File: config.mk
export PLATFORM = sky130hd
export DESIGN_NAME = three_class_priority_queue
export DESIGN_NICKNAME = d
export VERILOG_FILES = /design/src/rtl/core/tcpq_pkg.sv /design/src/rtl/core/three_class_priority_queue.sv /design/src/rtl/core/tcpq_ram.sv /design/src/rtl/core/tcpq_ctrl.sv /design/src/rtl/core/tcpq_dp.sv
export SDC_FILE = /design/constraint.sdc
export NUM_CORES = 2
export LEC_CHECK = 0
export ABC_AREA = 1
export BUFFER_PORTS_ARGS = -buffer_cell sky130_fd_sc_hd__buf_2
export CELL_PAD_IN_SITES_DETAIL_PLACEMENT = 2
export CELL_PAD_IN_SITES_GLOBAL_PLACEMENT = 2
export CORE_ASPECT_RATIO = 0.7
export CORE_UTILIZATION = 30
export DETAILED_ROUTE_END_ITERATION = 8
export PLACE_DENSITY = 0.61
export SYNTH_ARGS = -nofsm -noshare
export SYNTH_HDL_FRONTEND = slang
export SYNTH_SLANG_ARGS = --single-unit
File: constraint.sdc
create_clock -name clk -period 5.3 [get_ports clk]
set_input_delay 0.265 -clock clk [delete_from_list [all_inputs] [get_ports clk]]
set_output_delay 0.265 -clock clk [all_outputs]
set_load 0.02 [all_outputs]
File: src/rtl/core/tcpq_pkg.sv
package tcpq_pkg;

	localparam int DEF_CAPACITY = 64;
	localparam int DEF_TAG_BITS = 32;

	localparam int PRIO_W      = 2;
	localparam int TAG_W       = 32;
	localparam int OCC_W       = 7;
	localparam int STATUS_W    = 2;
	localparam int S_TDATA_W   = 40;
	localparam int M_TDATA_W   = 48;
	localparam int NUM_CLASSES = 3;

	localparam logic ACT_ENQ = 1'b0;
	localparam logic ACT_DEQ = 1'b1;

	localparam logic [PRIO_W-1:0] CLS_NONE = 2'd0;
	localparam logic [PRIO_W-1:0] CLS_STEP = 2'd1;

	typedef enum logic [STATUS_W-1:0] {
		ST_OK        = 2'd0,
		ST_FULL      = 2'd1,
		ST_EMPTY     = 2'd2,
		ST_BAD_CLASS = 2'd3
	} status_t;

	typedef enum logic {
		CS_IDLE,
		CS_EXEC
	} ctrl_state_t;

	typedef struct packed {
		logic accept;
		logic commit;
	} cmd_t;

endpackage

File: src/rtl/core/three_class_priority_queue.sv
// channel  direction  tdata                                          tuser
// s_axis   in         [1:0] priority_req, [33:2] tag                 [0] action
// m_axis   out        [1:0] out_priority, [33:2] out_tag,            [1:0] status
//                     [40:34] occupancy
// the accept cycle reads the link and tag memories, and the commit follows in the EXEC
// state, since the read of the link memory is registered
// a new word is taken while a finished result still waits in the output register
// a result held back by m_axis_tready stalls the commit, and so the input too
// asynchronous reset clears all control state; the memories need no clearing pass
module three_class_priority_queue
	import tcpq_pkg::*;
#(
	parameter int CAPACITY = DEF_CAPACITY,
	parameter int TAG_BITS = DEF_TAG_BITS
) (
	input  logic                 clk,
	input  logic                 arst_n,
	input  logic                 s_axis_tvalid,
	output logic                 s_axis_tready,
	input  logic [S_TDATA_W-1:0] s_axis_tdata,  // priority_req, tag, zero fill
	input  logic                 s_axis_tuser,  // action
	output logic                 m_axis_tvalid,
	input  logic                 m_axis_tready,
	output logic [M_TDATA_W-1:0] m_axis_tdata,  // out_priority, out_tag, occupancy, zero fill
	output logic [STATUS_W-1:0]  m_axis_tuser   // status
);

	localparam int TAG_LO = PRIO_W;
	localparam int USED_W = PRIO_W + TAG_W + OCC_W;

	cmd_t              cmd;
	status_t           res_status;
	logic [PRIO_W-1:0] res_priority;
	logic [TAG_W-1:0]  res_tag;
	logic [OCC_W-1:0]  res_occupancy;

	tcpq_ctrl u_ctrl (
		.clk       (clk),
		.arst_n    (arst_n),
		.in_valid  (s_axis_tvalid),
		.in_ready  (s_axis_tready),
		.out_valid (m_axis_tvalid),
		.out_ready (m_axis_tready),
		.cmd       (cmd)
	);

	tcpq_dp #(
		.CAPACITY (CAPACITY),
		.TAG_BITS (TAG_BITS)
	) u_dp (
		.clk           (clk),
		.arst_n        (arst_n),
		.cmd           (cmd),
		.in_action     (s_axis_tuser),
		.in_priority   (s_axis_tdata[PRIO_W-1:0]),
		.in_tag        (s_axis_tdata[TAG_LO +: TAG_W]),
		.res_status    (res_status),
		.res_priority  (res_priority),
		.res_tag       (res_tag),
		.res_occupancy (res_occupancy)
	);

	assign m_axis_tdata = {{(M_TDATA_W - USED_W){1'b0}}, res_occupancy, res_tag, res_priority};
	assign m_axis_tuser = res_status;

endmodule

File: src/rtl/core/tcpq_ram.sv
module tcpq_ram #(
	parameter int WIDTH = 32,
	parameter int DEPTH = 64,
	localparam int AW = $clog2(DEPTH)
) (
	input  logic             clk,
	input  logic             we,
	input  logic [AW-1:0]    waddr,
	input  logic [WIDTH-1:0] wdata,
	input  logic             re,
	input  logic [AW-1:0]    raddr,
	output logic [WIDTH-1:0] rdata
);

	logic [WIDTH-1:0] mem_q [DEPTH];

	always_ff @(posedge clk) begin
		if (we) begin
			mem_q[waddr] <= wdata;
		end
		if (re) begin
			rdata <= mem_q[raddr];
		end
	end

endmodule

File: src/rtl/core/tcpq_ctrl.sv
module tcpq_ctrl
	import tcpq_pkg::*;
(
	input  logic clk,
	input  logic arst_n,
	input  logic in_valid,
	output logic in_ready,
	output logic out_valid,
	input  logic out_ready,
	output cmd_t cmd
);

	ctrl_state_t state_q;
	ctrl_state_t state_d;
	logic        out_valid_q;
	logic        can_load;

	assign can_load = !out_valid_q || out_ready;

	always_comb begin
		state_d = state_q;
		case (state_q)
			CS_IDLE: begin
				if (in_valid) begin
					state_d = CS_EXEC;
				end
			end
			CS_EXEC: begin
				if (can_load) begin
					state_d = CS_IDLE;
				end
			end
			default: state_d = CS_IDLE;
		endcase
	end

	always_comb begin
		in_ready   = 1'b0;
		cmd.accept = 1'b0;
		cmd.commit = 1'b0;
		case (state_q)
			CS_IDLE: begin
				in_ready   = 1'b1;
				cmd.accept = in_valid;
			end
			CS_EXEC: begin
				cmd.commit = can_load;
			end
			default: begin
				in_ready = 1'b0;
			end
		endcase
	end

	always_ff @(posedge clk or negedge arst_n) begin
		if (!arst_n) begin
			state_q     <= CS_IDLE;
			out_valid_q <= 1'b0;
		end else begin
			state_q <= state_d;
			if (cmd.commit) begin
				out_valid_q <= 1'b1;
			end else if (out_ready) begin
				out_valid_q <= 1'b0;
			end
		end
	end

	assign out_valid = out_valid_q;

`ifndef ASSERT_OFF
	a_commit_fills_out: assert property (@(posedge clk) disable iff (!arst_n)
		cmd.commit |=> out_valid)
		else $error("result register not loaded after commit");

	a_no_overwrite: assert property (@(posedge clk) disable iff (!arst_n)
		(out_valid && !out_ready) |-> !cmd.commit)
		else $error("pending word overwritten");
`endif

endmodule

File: src/rtl/core/tcpq_dp.sv
module tcpq_dp
	import tcpq_pkg::*;
#(
	parameter int CAPACITY = DEF_CAPACITY,
	parameter int TAG_BITS = DEF_TAG_BITS
) (
	input  logic              clk,
	input  logic              arst_n,
	input  cmd_t              cmd,
	input  logic              in_action,
	input  logic [PRIO_W-1:0] in_priority,
	input  logic [TAG_W-1:0]  in_tag,
	output status_t           res_status,
	output logic [PRIO_W-1:0] res_priority,
	output logic [TAG_W-1:0]  res_tag,
	output logic [OCC_W-1:0]  res_occupancy
);

	localparam int IW = $clog2(CAPACITY);
	localparam int CW = $clog2(CAPACITY + 1);

	logic              act_q;
	logic [PRIO_W-1:0] cls_q;
	logic [TAG_W-1:0]  tag_q;

	logic [IW-1:0]          class_head_q [NUM_CLASSES];
	logic [IW-1:0]          class_tail_q [NUM_CLASSES];
	logic [NUM_CLASSES-1:0] nonempty_q;
	logic [IW-1:0]          free_head_q;
	logic [CW-1:0]          free_cnt_q;
	logic [CW-1:0]          fresh_q;
	logic [CW-1:0]          entry_q;

	logic                tag_we;
	logic                link_we;
	logic [IW-1:0]       link_waddr;
	logic [IW-1:0]       link_wdata;
	logic [IW-1:0]       link_raddr;
	logic [IW-1:0]       link_rdata;
	logic [TAG_BITS-1:0] tag_wdata;
	logic [TAG_BITS-1:0] tag_rdata;
	logic [TAG_W-1:0]    tag_rd_ext;
	logic [OCC_W-1:0]    occ_d;

	logic              is_enq;
	logic              enq_ok;
	logic              deq_ok;
	logic              from_free;
	logic [IW-1:0]     slot;
	logic [PRIO_W-1:0] c_deq;
	logic [PRIO_W-1:0] c_enq;
	logic [CW-1:0]     entry_d;
	status_t           status_d;
	logic [PRIO_W-1:0] prio_d;
	logic [TAG_W-1:0]  tag_d;

	generate
		if (TAG_BITS == TAG_W) begin : g_tag_eq
			assign tag_wdata  = tag_q;
			assign tag_rd_ext = tag_rdata;
		end else if (TAG_BITS > TAG_W) begin : g_tag_wide
			assign tag_wdata  = {{(TAG_BITS - TAG_W){1'b0}}, tag_q};
			assign tag_rd_ext = tag_rdata[TAG_W-1:0];
		end else begin : g_tag_narrow
			assign tag_wdata  = tag_q[TAG_BITS-1:0];
			assign tag_rd_ext = {{(TAG_W - TAG_BITS){1'b0}}, tag_rdata};
		end
		if (CW == OCC_W) begin : g_occ_eq
			assign occ_d = entry_d;
		end else if (CW > OCC_W) begin : g_occ_wide
			assign occ_d = entry_d[OCC_W-1:0];
		end else begin : g_occ_narrow
			assign occ_d = {{(OCC_W - CW){1'b0}}, entry_d};
		end
	endgenerate

	always_comb begin
		if (nonempty_q[0]) begin
			c_deq = 2'd0;
		end else if (nonempty_q[1]) begin
			c_deq = 2'd1;
		end else begin
			c_deq = 2'd2;
		end
	end

	always_comb begin
		is_enq    = act_q == ACT_ENQ;
		c_enq     = cls_q - CLS_STEP;
		from_free = free_cnt_q != '0;
		slot      = from_free ? free_head_q : fresh_q[IW-1:0];
		enq_ok    = is_enq && (cls_q != CLS_NONE) && (entry_q != CW'(CAPACITY));
		deq_ok    = !is_enq && (nonempty_q != '0);

		status_d = ST_OK;
		prio_d   = CLS_NONE;
		tag_d    = '0;
		entry_d  = entry_q;
		if (is_enq) begin
			if (cls_q == CLS_NONE) begin
				status_d = ST_BAD_CLASS;
			end else if (!enq_ok) begin
				status_d = ST_FULL;
			end else begin
				entry_d = entry_q + CW'(1);
			end
		end else if (!deq_ok) begin
			status_d = ST_EMPTY;
		end else begin
			prio_d  = c_deq + CLS_STEP;
			tag_d   = tag_rd_ext;
			entry_d = entry_q - CW'(1);
		end

		tag_we     = cmd.commit && enq_ok;
		link_we    = cmd.commit && ((enq_ok && nonempty_q[c_enq]) || deq_ok);
		link_waddr = is_enq ? class_tail_q[c_enq] : class_head_q[c_deq];
		link_wdata = is_enq ? slot : free_head_q;
		link_raddr = (in_action == ACT_DEQ) ? class_head_q[c_deq] : free_head_q;
	end

	tcpq_ram #(
		.WIDTH (TAG_BITS),
		.DEPTH (CAPACITY)
	) u_tag_ram (
		.clk   (clk),
		.we    (tag_we),
		.waddr (slot),
		.wdata (tag_wdata),
		.re    (cmd.accept),
		.raddr (class_head_q[c_deq]),
		.rdata (tag_rdata)
	);

	tcpq_ram #(
		.WIDTH (IW),
		.DEPTH (CAPACITY)
	) u_link_ram (
		.clk   (clk),
		.we    (link_we),
		.waddr (link_waddr),
		.wdata (link_wdata),
		.re    (cmd.accept),
		.raddr (link_raddr),
		.rdata (link_rdata)
	);

	always_ff @(posedge clk) begin
		if (cmd.accept) begin
			act_q <= in_action;
			cls_q <= in_priority;
			tag_q <= in_tag;
		end
		if (cmd.commit) begin
			res_status    <= status_d;
			res_priority  <= prio_d;
			res_tag       <= tag_d;
			res_occupancy <= occ_d;
		end
	end

	always_ff @(posedge clk or negedge arst_n) begin
		if (!arst_n) begin
			for (int i = 0; i < NUM_CLASSES; i++) begin
				class_head_q[i] <= '0;
				class_tail_q[i] <= '0;
			end
			nonempty_q  <= '0;
			free_head_q <= '0;
			free_cnt_q  <= '0;
			fresh_q     <= '0;
			entry_q     <= '0;
		end else if (cmd.commit) begin
			entry_q <= entry_d;
			if (enq_ok) begin
				if (!nonempty_q[c_enq]) begin
					class_head_q[c_enq] <= slot;
					nonempty_q[c_enq]   <= 1'b1;
				end
				class_tail_q[c_enq] <= slot;
				if (from_free) begin
					free_head_q <= link_rdata;
					free_cnt_q  <= free_cnt_q - CW'(1);
				end else begin
					fresh_q <= fresh_q + CW'(1);
				end
			end else if (deq_ok) begin
				if (class_head_q[c_deq] == class_tail_q[c_deq]) begin
					nonempty_q[c_deq] <= 1'b0;
				end else begin
					class_head_q[c_deq] <= link_rdata;
				end
				free_head_q <= class_head_q[c_deq];
				free_cnt_q  <= free_cnt_q + CW'(1);
			end
		end
	end

`ifndef ASSERT_OFF
	a_slot_balance: assert property (@(posedge clk) disable iff (!arst_n)
		(entry_q + free_cnt_q) == fresh_q)
		else $error("slot accounting out of balance");

	a_count_bound: assert property (@(posedge clk) disable iff (!arst_n)
		entry_q <= CW'(CAPACITY))
		else $error("entry count beyond capacity");

	a_empty_flags: assert property (@(posedge clk) disable iff (!arst_n)
		(entry_q == '0) == (nonempty_q == '0))
		else $error("class flags disagree with entry count");
`endif

endmodule

---- Word-level counts from Yosys, hierarchy flattened ----
Memories as Yosys holds them, arrays and structs flattened. A register that Yosys moved wholly into a read port is not among the register bits.
Index checks and enable logic that the tools add are counted.
storage, ports and cells
  flip-flop bits (word level) ............. 146
  RAM bits ................................ 2432
  input bits .............................. 45
  memories ................................ 2
operators by class
  add/subtract/negate cells ............... 7
  $lt $le $gt $ge ......................... 8
  equality and inequality tests ........... 5
  mux-type cells .......................... 62
  bitwise gates (word level) .............. 8
  reductions and logical operators ........ 26
memory list
  memory                 words  bits a word  rd ports  clocked after Yosys merged registers in  wr ports  line            RTL
  u_dp.u_tag_ram.mem_q   64     32           1         1                                        1         tcpq_ram.sv:15  logic [WIDTH-1:0] mem_q [DEPTH];
  u_dp.u_link_ram.mem_q  64     6            1         1                                        1         tcpq_ram.sv:15
operators by type and width
  operator               count
  $mux W6                15
  $mux W18               4
  $bwmux W18             3
  $mux W7                7
  $bmux W6 S2            3
  $demux W6 S2           2
  $add A7 B1 Y7 const B  3
  $mux W1                15
  $sub A7 B1 Y7 const B  2
  $mux W3                4
  $logic_and A1 B1 Y1    10
  $mux W2                5
  $reduce_and A4 Y1      2
  $reduce_bool A2 Y1     4
  $ne A7 B7 Y1 const B   1
  $reduce_bool A7 Y1     1
  $eq A6 B6 Y1           1
  $ge A3 B3 Y1 const B   2
  $lt A2 B3 Y1 const B   2
  $lt A3 B1 Y1 const B   2
  $not A2 Y3             2
  $reduce_and A3 Y1      2
  $demux W1 S2           2
  $ge A2 B1 Y1 const B   2
  15 further kinds       20

---- Depth between registers and ports, before layout ----
  word-level depth ........................ 11
  depth in mapped cells ................... 19
  depth with buffers taken out ............ 18

---- Cells and area by module ----
A second synthesis with hierarchy kept.
second synthesis, totals
  cell total of the unflattened synthesis .. 8956
  area total of the unflattened synthesis .. 106268.2 µm²
modules (own cells, without submodules)
  module                       instances  cells an instance  area an instance (µm²)  seq. area each (µm²)
  tcpq_ram at u_dp.u_tag_ram   1          6769               83058.4                 62459.9
  tcpq_ram at u_dp.u_link_ram  1          1376               15990.3                 11711.2
  tcpq_dp                      1          792                7070.5                  3968.8
  tcpq_ctrl                    1          11                 92.6                    50.0
  three_class_priority_queue   1          8                  56.3                    0.0

---- Worst setup path after synthesis ----
No wires, ideal clock.
  kind .................................... register -> register
  start ................................... reg u_dp.free_cnt_q[3]
  end ..................................... mem u_dp.u_link_ram.mem_q[0][3] (netlist name) (data pin)
  arrival ................................. 3.835 ns
  data required time ...................... 4.598 ns
  path slack .............................. 0.763 ns
  stages on the path, launching flop included .. 8
  buffers on the path ..................... 0
  cells stage by stage .................... dfrtp_1 > nor2_1 > nand2_1 > nor2_4 > clkinv_1 > nand2_1 > o21ai_1 > o21ai_0
on the way
  longest elaborated chain between the ends .. 3
RTL lines
  what                          line            RTL
  start: declaration            tcpq_dp.sv:30   logic [CW-1:0] free_cnt_q;
  start signal: assignment      tcpq_dp.sv:183  free_cnt_q <= free_cnt_q - CW'(1);
  start signal: assignment      tcpq_dp.sv:194  free_cnt_q <= free_cnt_q + CW'(1);
  $reduce_bool A7 Y1            tcpq_dp.sv:90   from_free = free_cnt_q != '0;
  $mux W6                       tcpq_dp.sv:91   slot = from_free ? free_head_q : fresh_q[IW-1:0];
  $mux W6                       tcpq_dp.sv:118  link_wdata = is_enq ? slot : free_head_q;
  named net u_dp.link_wdata[3]  tcpq_dp.sv:37   logic [IW-1:0] link_wdata;
  end: declaration              tcpq_ram.sv:15
The timed path passes the listed nets, and every way through them passes these cells.

---- Worst setup path in the final report ----
  start ................................... reg u_dp.nonempty_q[0]
  end ..................................... reg u_dp.u_tag_ram.rdata[16] (read register of u_dp.u_tag_ram.mem_q) (data pin)
on the way
  longest elaborated chain between the ends .. 5
RTL lines
  what                                        line            RTL
  start: declaration                          tcpq_dp.sv:28   logic [NUM_CLASSES-1:0] nonempty_q;
  start signal: assignment                    tcpq_dp.sv:168  nonempty_q <= '0;
  start signal: indexed assignment            tcpq_dp.sv:178  nonempty_q[c_enq] <= 1'b1;
  start signal: indexed assignment            tcpq_dp.sv:189  nonempty_q[c_deq] <= 1'b0;
  $mux W2                                     tcpq_dp.sv:78   if (nonempty_q[0]) begin
  $not A2 Y3 (not written as such)            tcpq_dp.sv:131  .raddr (class_head_q[c_deq]),
  $bmux W6 S2                                 tcpq_dp.sv:131
  $mux W6 (not written as such) (2 in a row)  tcpq_dp.sv:131
  end: declaration                            tcpq_ram.sv:12  output logic [WIDTH-1:0] rdata
Every way passes these cells. The select of a mux whose other input is x is not followed.
A chain may end at the register's enable or synchronous reset.

==> impl_results.md <==
* Clk sink count at 2615
* Post-synth cell types at 46
* Final ANT Viol Nets at 0
* Clock Skew at around 75 ps
* Clock-pin slew on the worst setup and hold paths at about 60 ps
* Power density over the cells at roughly 660 mW/mm²
* CTS Root Cell: clkbuf_16
* Drt via density at around 5.2
* Placed inst area at 0.116 mm²
* Initial antenna violation count at 19
* Clock buffer count from CTS at approximately 290
* Synth async-reset ratio at 0.0256
* Overflow after GRT at 0
* Status: completed
* Post-Syn Instances at between 8000 and 9000
* Slew Viols, Final at 0
* Final nets at 9096
* Post-route design area at around 0.12 mm²
* WS Path Type: register to register
* Synthesis-stage register bit count at around 2600
* CP Data Required Time at about 6000 ps
* Worst Hold Class: primary input to register
* DRC at 0
* Maxcap violations at 0
* # H-tree levels at 5
* Peak VDD IR at 0.738 mV
* Die W at roughly 720 µm
* Final WL at 375000 µm
* Synthesis-to-layout area growth at 15.7%
* Post-CTS setup buffer count at 0
* Post-synth top cells: edfxtp_1, nand3_1, nand2_1, inv_1, nor2_1
* Via count at ~72000
* Post-synthesis sequential area ratio at 0.724
* Die area at 0.362 mm²
* Leakage power total at between 0.04 and 0.05 µW
* Gr usage total at 0.202
* Worst-margin pin slew at 1320 ps
* Final setup TNS at 0 ps
* # port buffers at 83
* FILL cells at 36696
* Vias in the first global route at slightly below 80000
* Die Span Y at just over 500 µm
* Num rows at around 180
* First-pass GRT wire length at 541000 µm
* Count leader, synth: edfxtp_1
* Core Footprint at 0.357 mm²
* Ratio of cells with drive above 1 in the final layout at 0.117
* Top cells by area, synth: edfxtp_1, nand3_1, o211ai_1
* Initial Util at 0.303
* RD Place Congestion at 0.774
* Fin crit period at between 4000 and 5000 ps
* Largest net degree at the start of global routing at approximately 160
* Clock Latency Late Sink at roughly 900 ps
* Area share of the largest cell type after synthesis at 0.708
* Final setup viols at 0
* CP Launch Type: register
* Per-cell routed wire length at approximately 27 µm
* Max clock buf depth at 4
* Post-synth EDFFs at ~2500
* Endpoint class of the critical path: register
* Hold Violations, Final at 0
* CP arrival at slightly below 5000 ps
* Mapped cell area at about 0.11 mm²
* RSZ-0062 raised after global routing: false
* Setup slack, reg-to-reg at 1110 ps
* Max Clk Rate at around 240 MHz
* CP Max Fanout at between 100 and 150
* Rel. slew slack at 0.118
* Synth area leader: edfxtp_1
* Hold slack at around 81 ps
* Fin crit share at 0.790
* Yosys Warn Count at 0
* TritonCTS clock tree: built
* Most common flop cell mapped by yosys: edfxtp_1
* Ports at between 90 and 100
* Starting DRT DRC Count at roughly 6000
* Avg Inst Size Synth at approximately 12 µm²
* Detailed Routing Iterations Pass 1 at 5
* DP HPWL at between 200000 and 250000 µm
==> metrics by stage <==
step                setup WS [ps]  cells  total power [µW]   util
CTS                          1100  13972             83400  0.350
global placement             1290  13431             62200  0.324
detailed placement           1190  13431             63400  0.324
global route                  771  13973             87000  0.350
finish                       1110  13976             82500  0.350
floorplan                     763   8878             47200      -
==> where the power goes <==
| group | internal (µW) | switching, µW |
|---|---|---|
| Clock | 11100 | 8600 |
| Sequential | 24800 | 476 |
| Combinational | 9860 | 27700 |
==> critical path, stage by stage (launching register included) <==
cell and delay (ps):
dfrtp_1 510, nor2_4 480, nand2_1 250, nand3_4 280, buf_12 330, buf_12 540
nor2_1 100, nor2_1 120, o21ai_0 130, nand3_1 120, nand3_1 180, nand3_1 540
nand3_1 160, nand2_1 100
==> final timing paths <==
check                                                  start                            endpoint  depth (start not counted)
min reg2reg                u_dp.class_head_q[14]$_DFFE_PN0P_   u_dp.class_head_q[14]$_DFFE_PN0P_                          2
max in group asynchronous                             arst_n      u_dp.free_cnt_q[3]$_DFFE_PN0P_                          3
max reg2reg                   u_dp.nonempty_q[0]$_DFFE_PN0P_  u_dp.u_tag_ram.rdata[16]$_DFFE_PP_                         13
max                           u_dp.nonempty_q[0]$_DFFE_PN0P_  u_dp.u_tag_ram.rdata[16]$_DFFE_PP_                         13
min in group asynchronous                             arst_n         u_dp.entry_q[5]$_DFFE_PN0P_                          3
min                                          s_axis_tdata[2]             u_dp.tag_q[0]$_DFFE_PP_                          2
==> routing by layer <==
metal | routed length (µm) | up-vias | global-route usage | share of wire
met5 | 0 | - | 0 | 0
met4 | 9680 | 0 | 0.0519 | 0.026
met3 | 21800 | 450 | 0.0362 | 0.058
met2 | 168000 | 1641 | 0.315 | 0.45
met1 | 175000 | 38082 | 0.291 | 0.47
li1 | - | 31857 | - | -
==> registers in the layout, indices dropped and copies added, names as in the netlist, 7 cells and up <==
signal / count
u_dp.u_link_ram.mem_q: 384
u_dp.res_occupancy: 7
u_dp.class_head_q: 18
u_dp.res_tag: 32
u_dp.class_tail_q: 18
u_dp.entry_q: 7
u_dp.u_tag_ram.mem_q: 2048
u_dp.tag_q: 32
u_dp.u_tag_ram.rdata: 32
u_dp.free_cnt_q: 7
==> cell families (layout without fill, tap and decap cells) <==
kind of cell / after synthesis / count (layout) / synth area share
buffers and inverters: 1467 / 1844 / 0.0554
DFF: 2615 / 2615 / 0.724
other: 1 / 11 / 0.0000347
adders and majority gates: 8 / 8 / 0.000927
and+or+nand+nor: 3409 / 3409 / 0.141
xor gates and xnor gates: 19 / 19 / 0.00154
AOI/OAI and AO/OA: 1352 / 1352 / 0.0766
muxes: 1 / 1 / 0.000104
==> area by class of cell <==
type | count | area, µm² | share of cell area
clock buffers | 369 | 7660 | 0.0613
inverters | 905 | 3420 | 0.0274
diodes | 4 | 10.0 | 0.0000801
flip-flops and latches | 2615 | 78200 | 0.626
clock inverters | 133 | 1190 | 0.00954
well taps | 4717 | 5900 | 0.0472
repair buffers | 437 | 4030 | 0.0323
multi-input cells | 4796 | 24500 | 0.196
==> cell usage in the layout (no fill, tap or decap), types with 17 or more instances in the layout <==
master	count
buf_2	83
buf_4	246
nand2_1	923
o211ai_1	486
nand4_1	33
buf_12	69
bufinv_16	17
dfrtp_1	67
a21oi_1	139
xor2_1	18
clkbuf_1	74
o21bai_1	67
o21ai_0	543
nand3b_1	20
dlygate4sd3_1	39
o21ai_1	65
inv_1	891
nor2_4	66
edfxtp_1	2548
nor2_1	766
clkinv_2	48
clkbuf_16	295
clkinv_1	52
nand3_1	1383
or2_2	188
o22ai_1	19
==> repair_timing <==
item,in CTS,in global routing
endpoints found under the hold margin,139,0
gates resized for setup,0,0
hold buffers,39,0
Power figures use the tool's default switching activity.
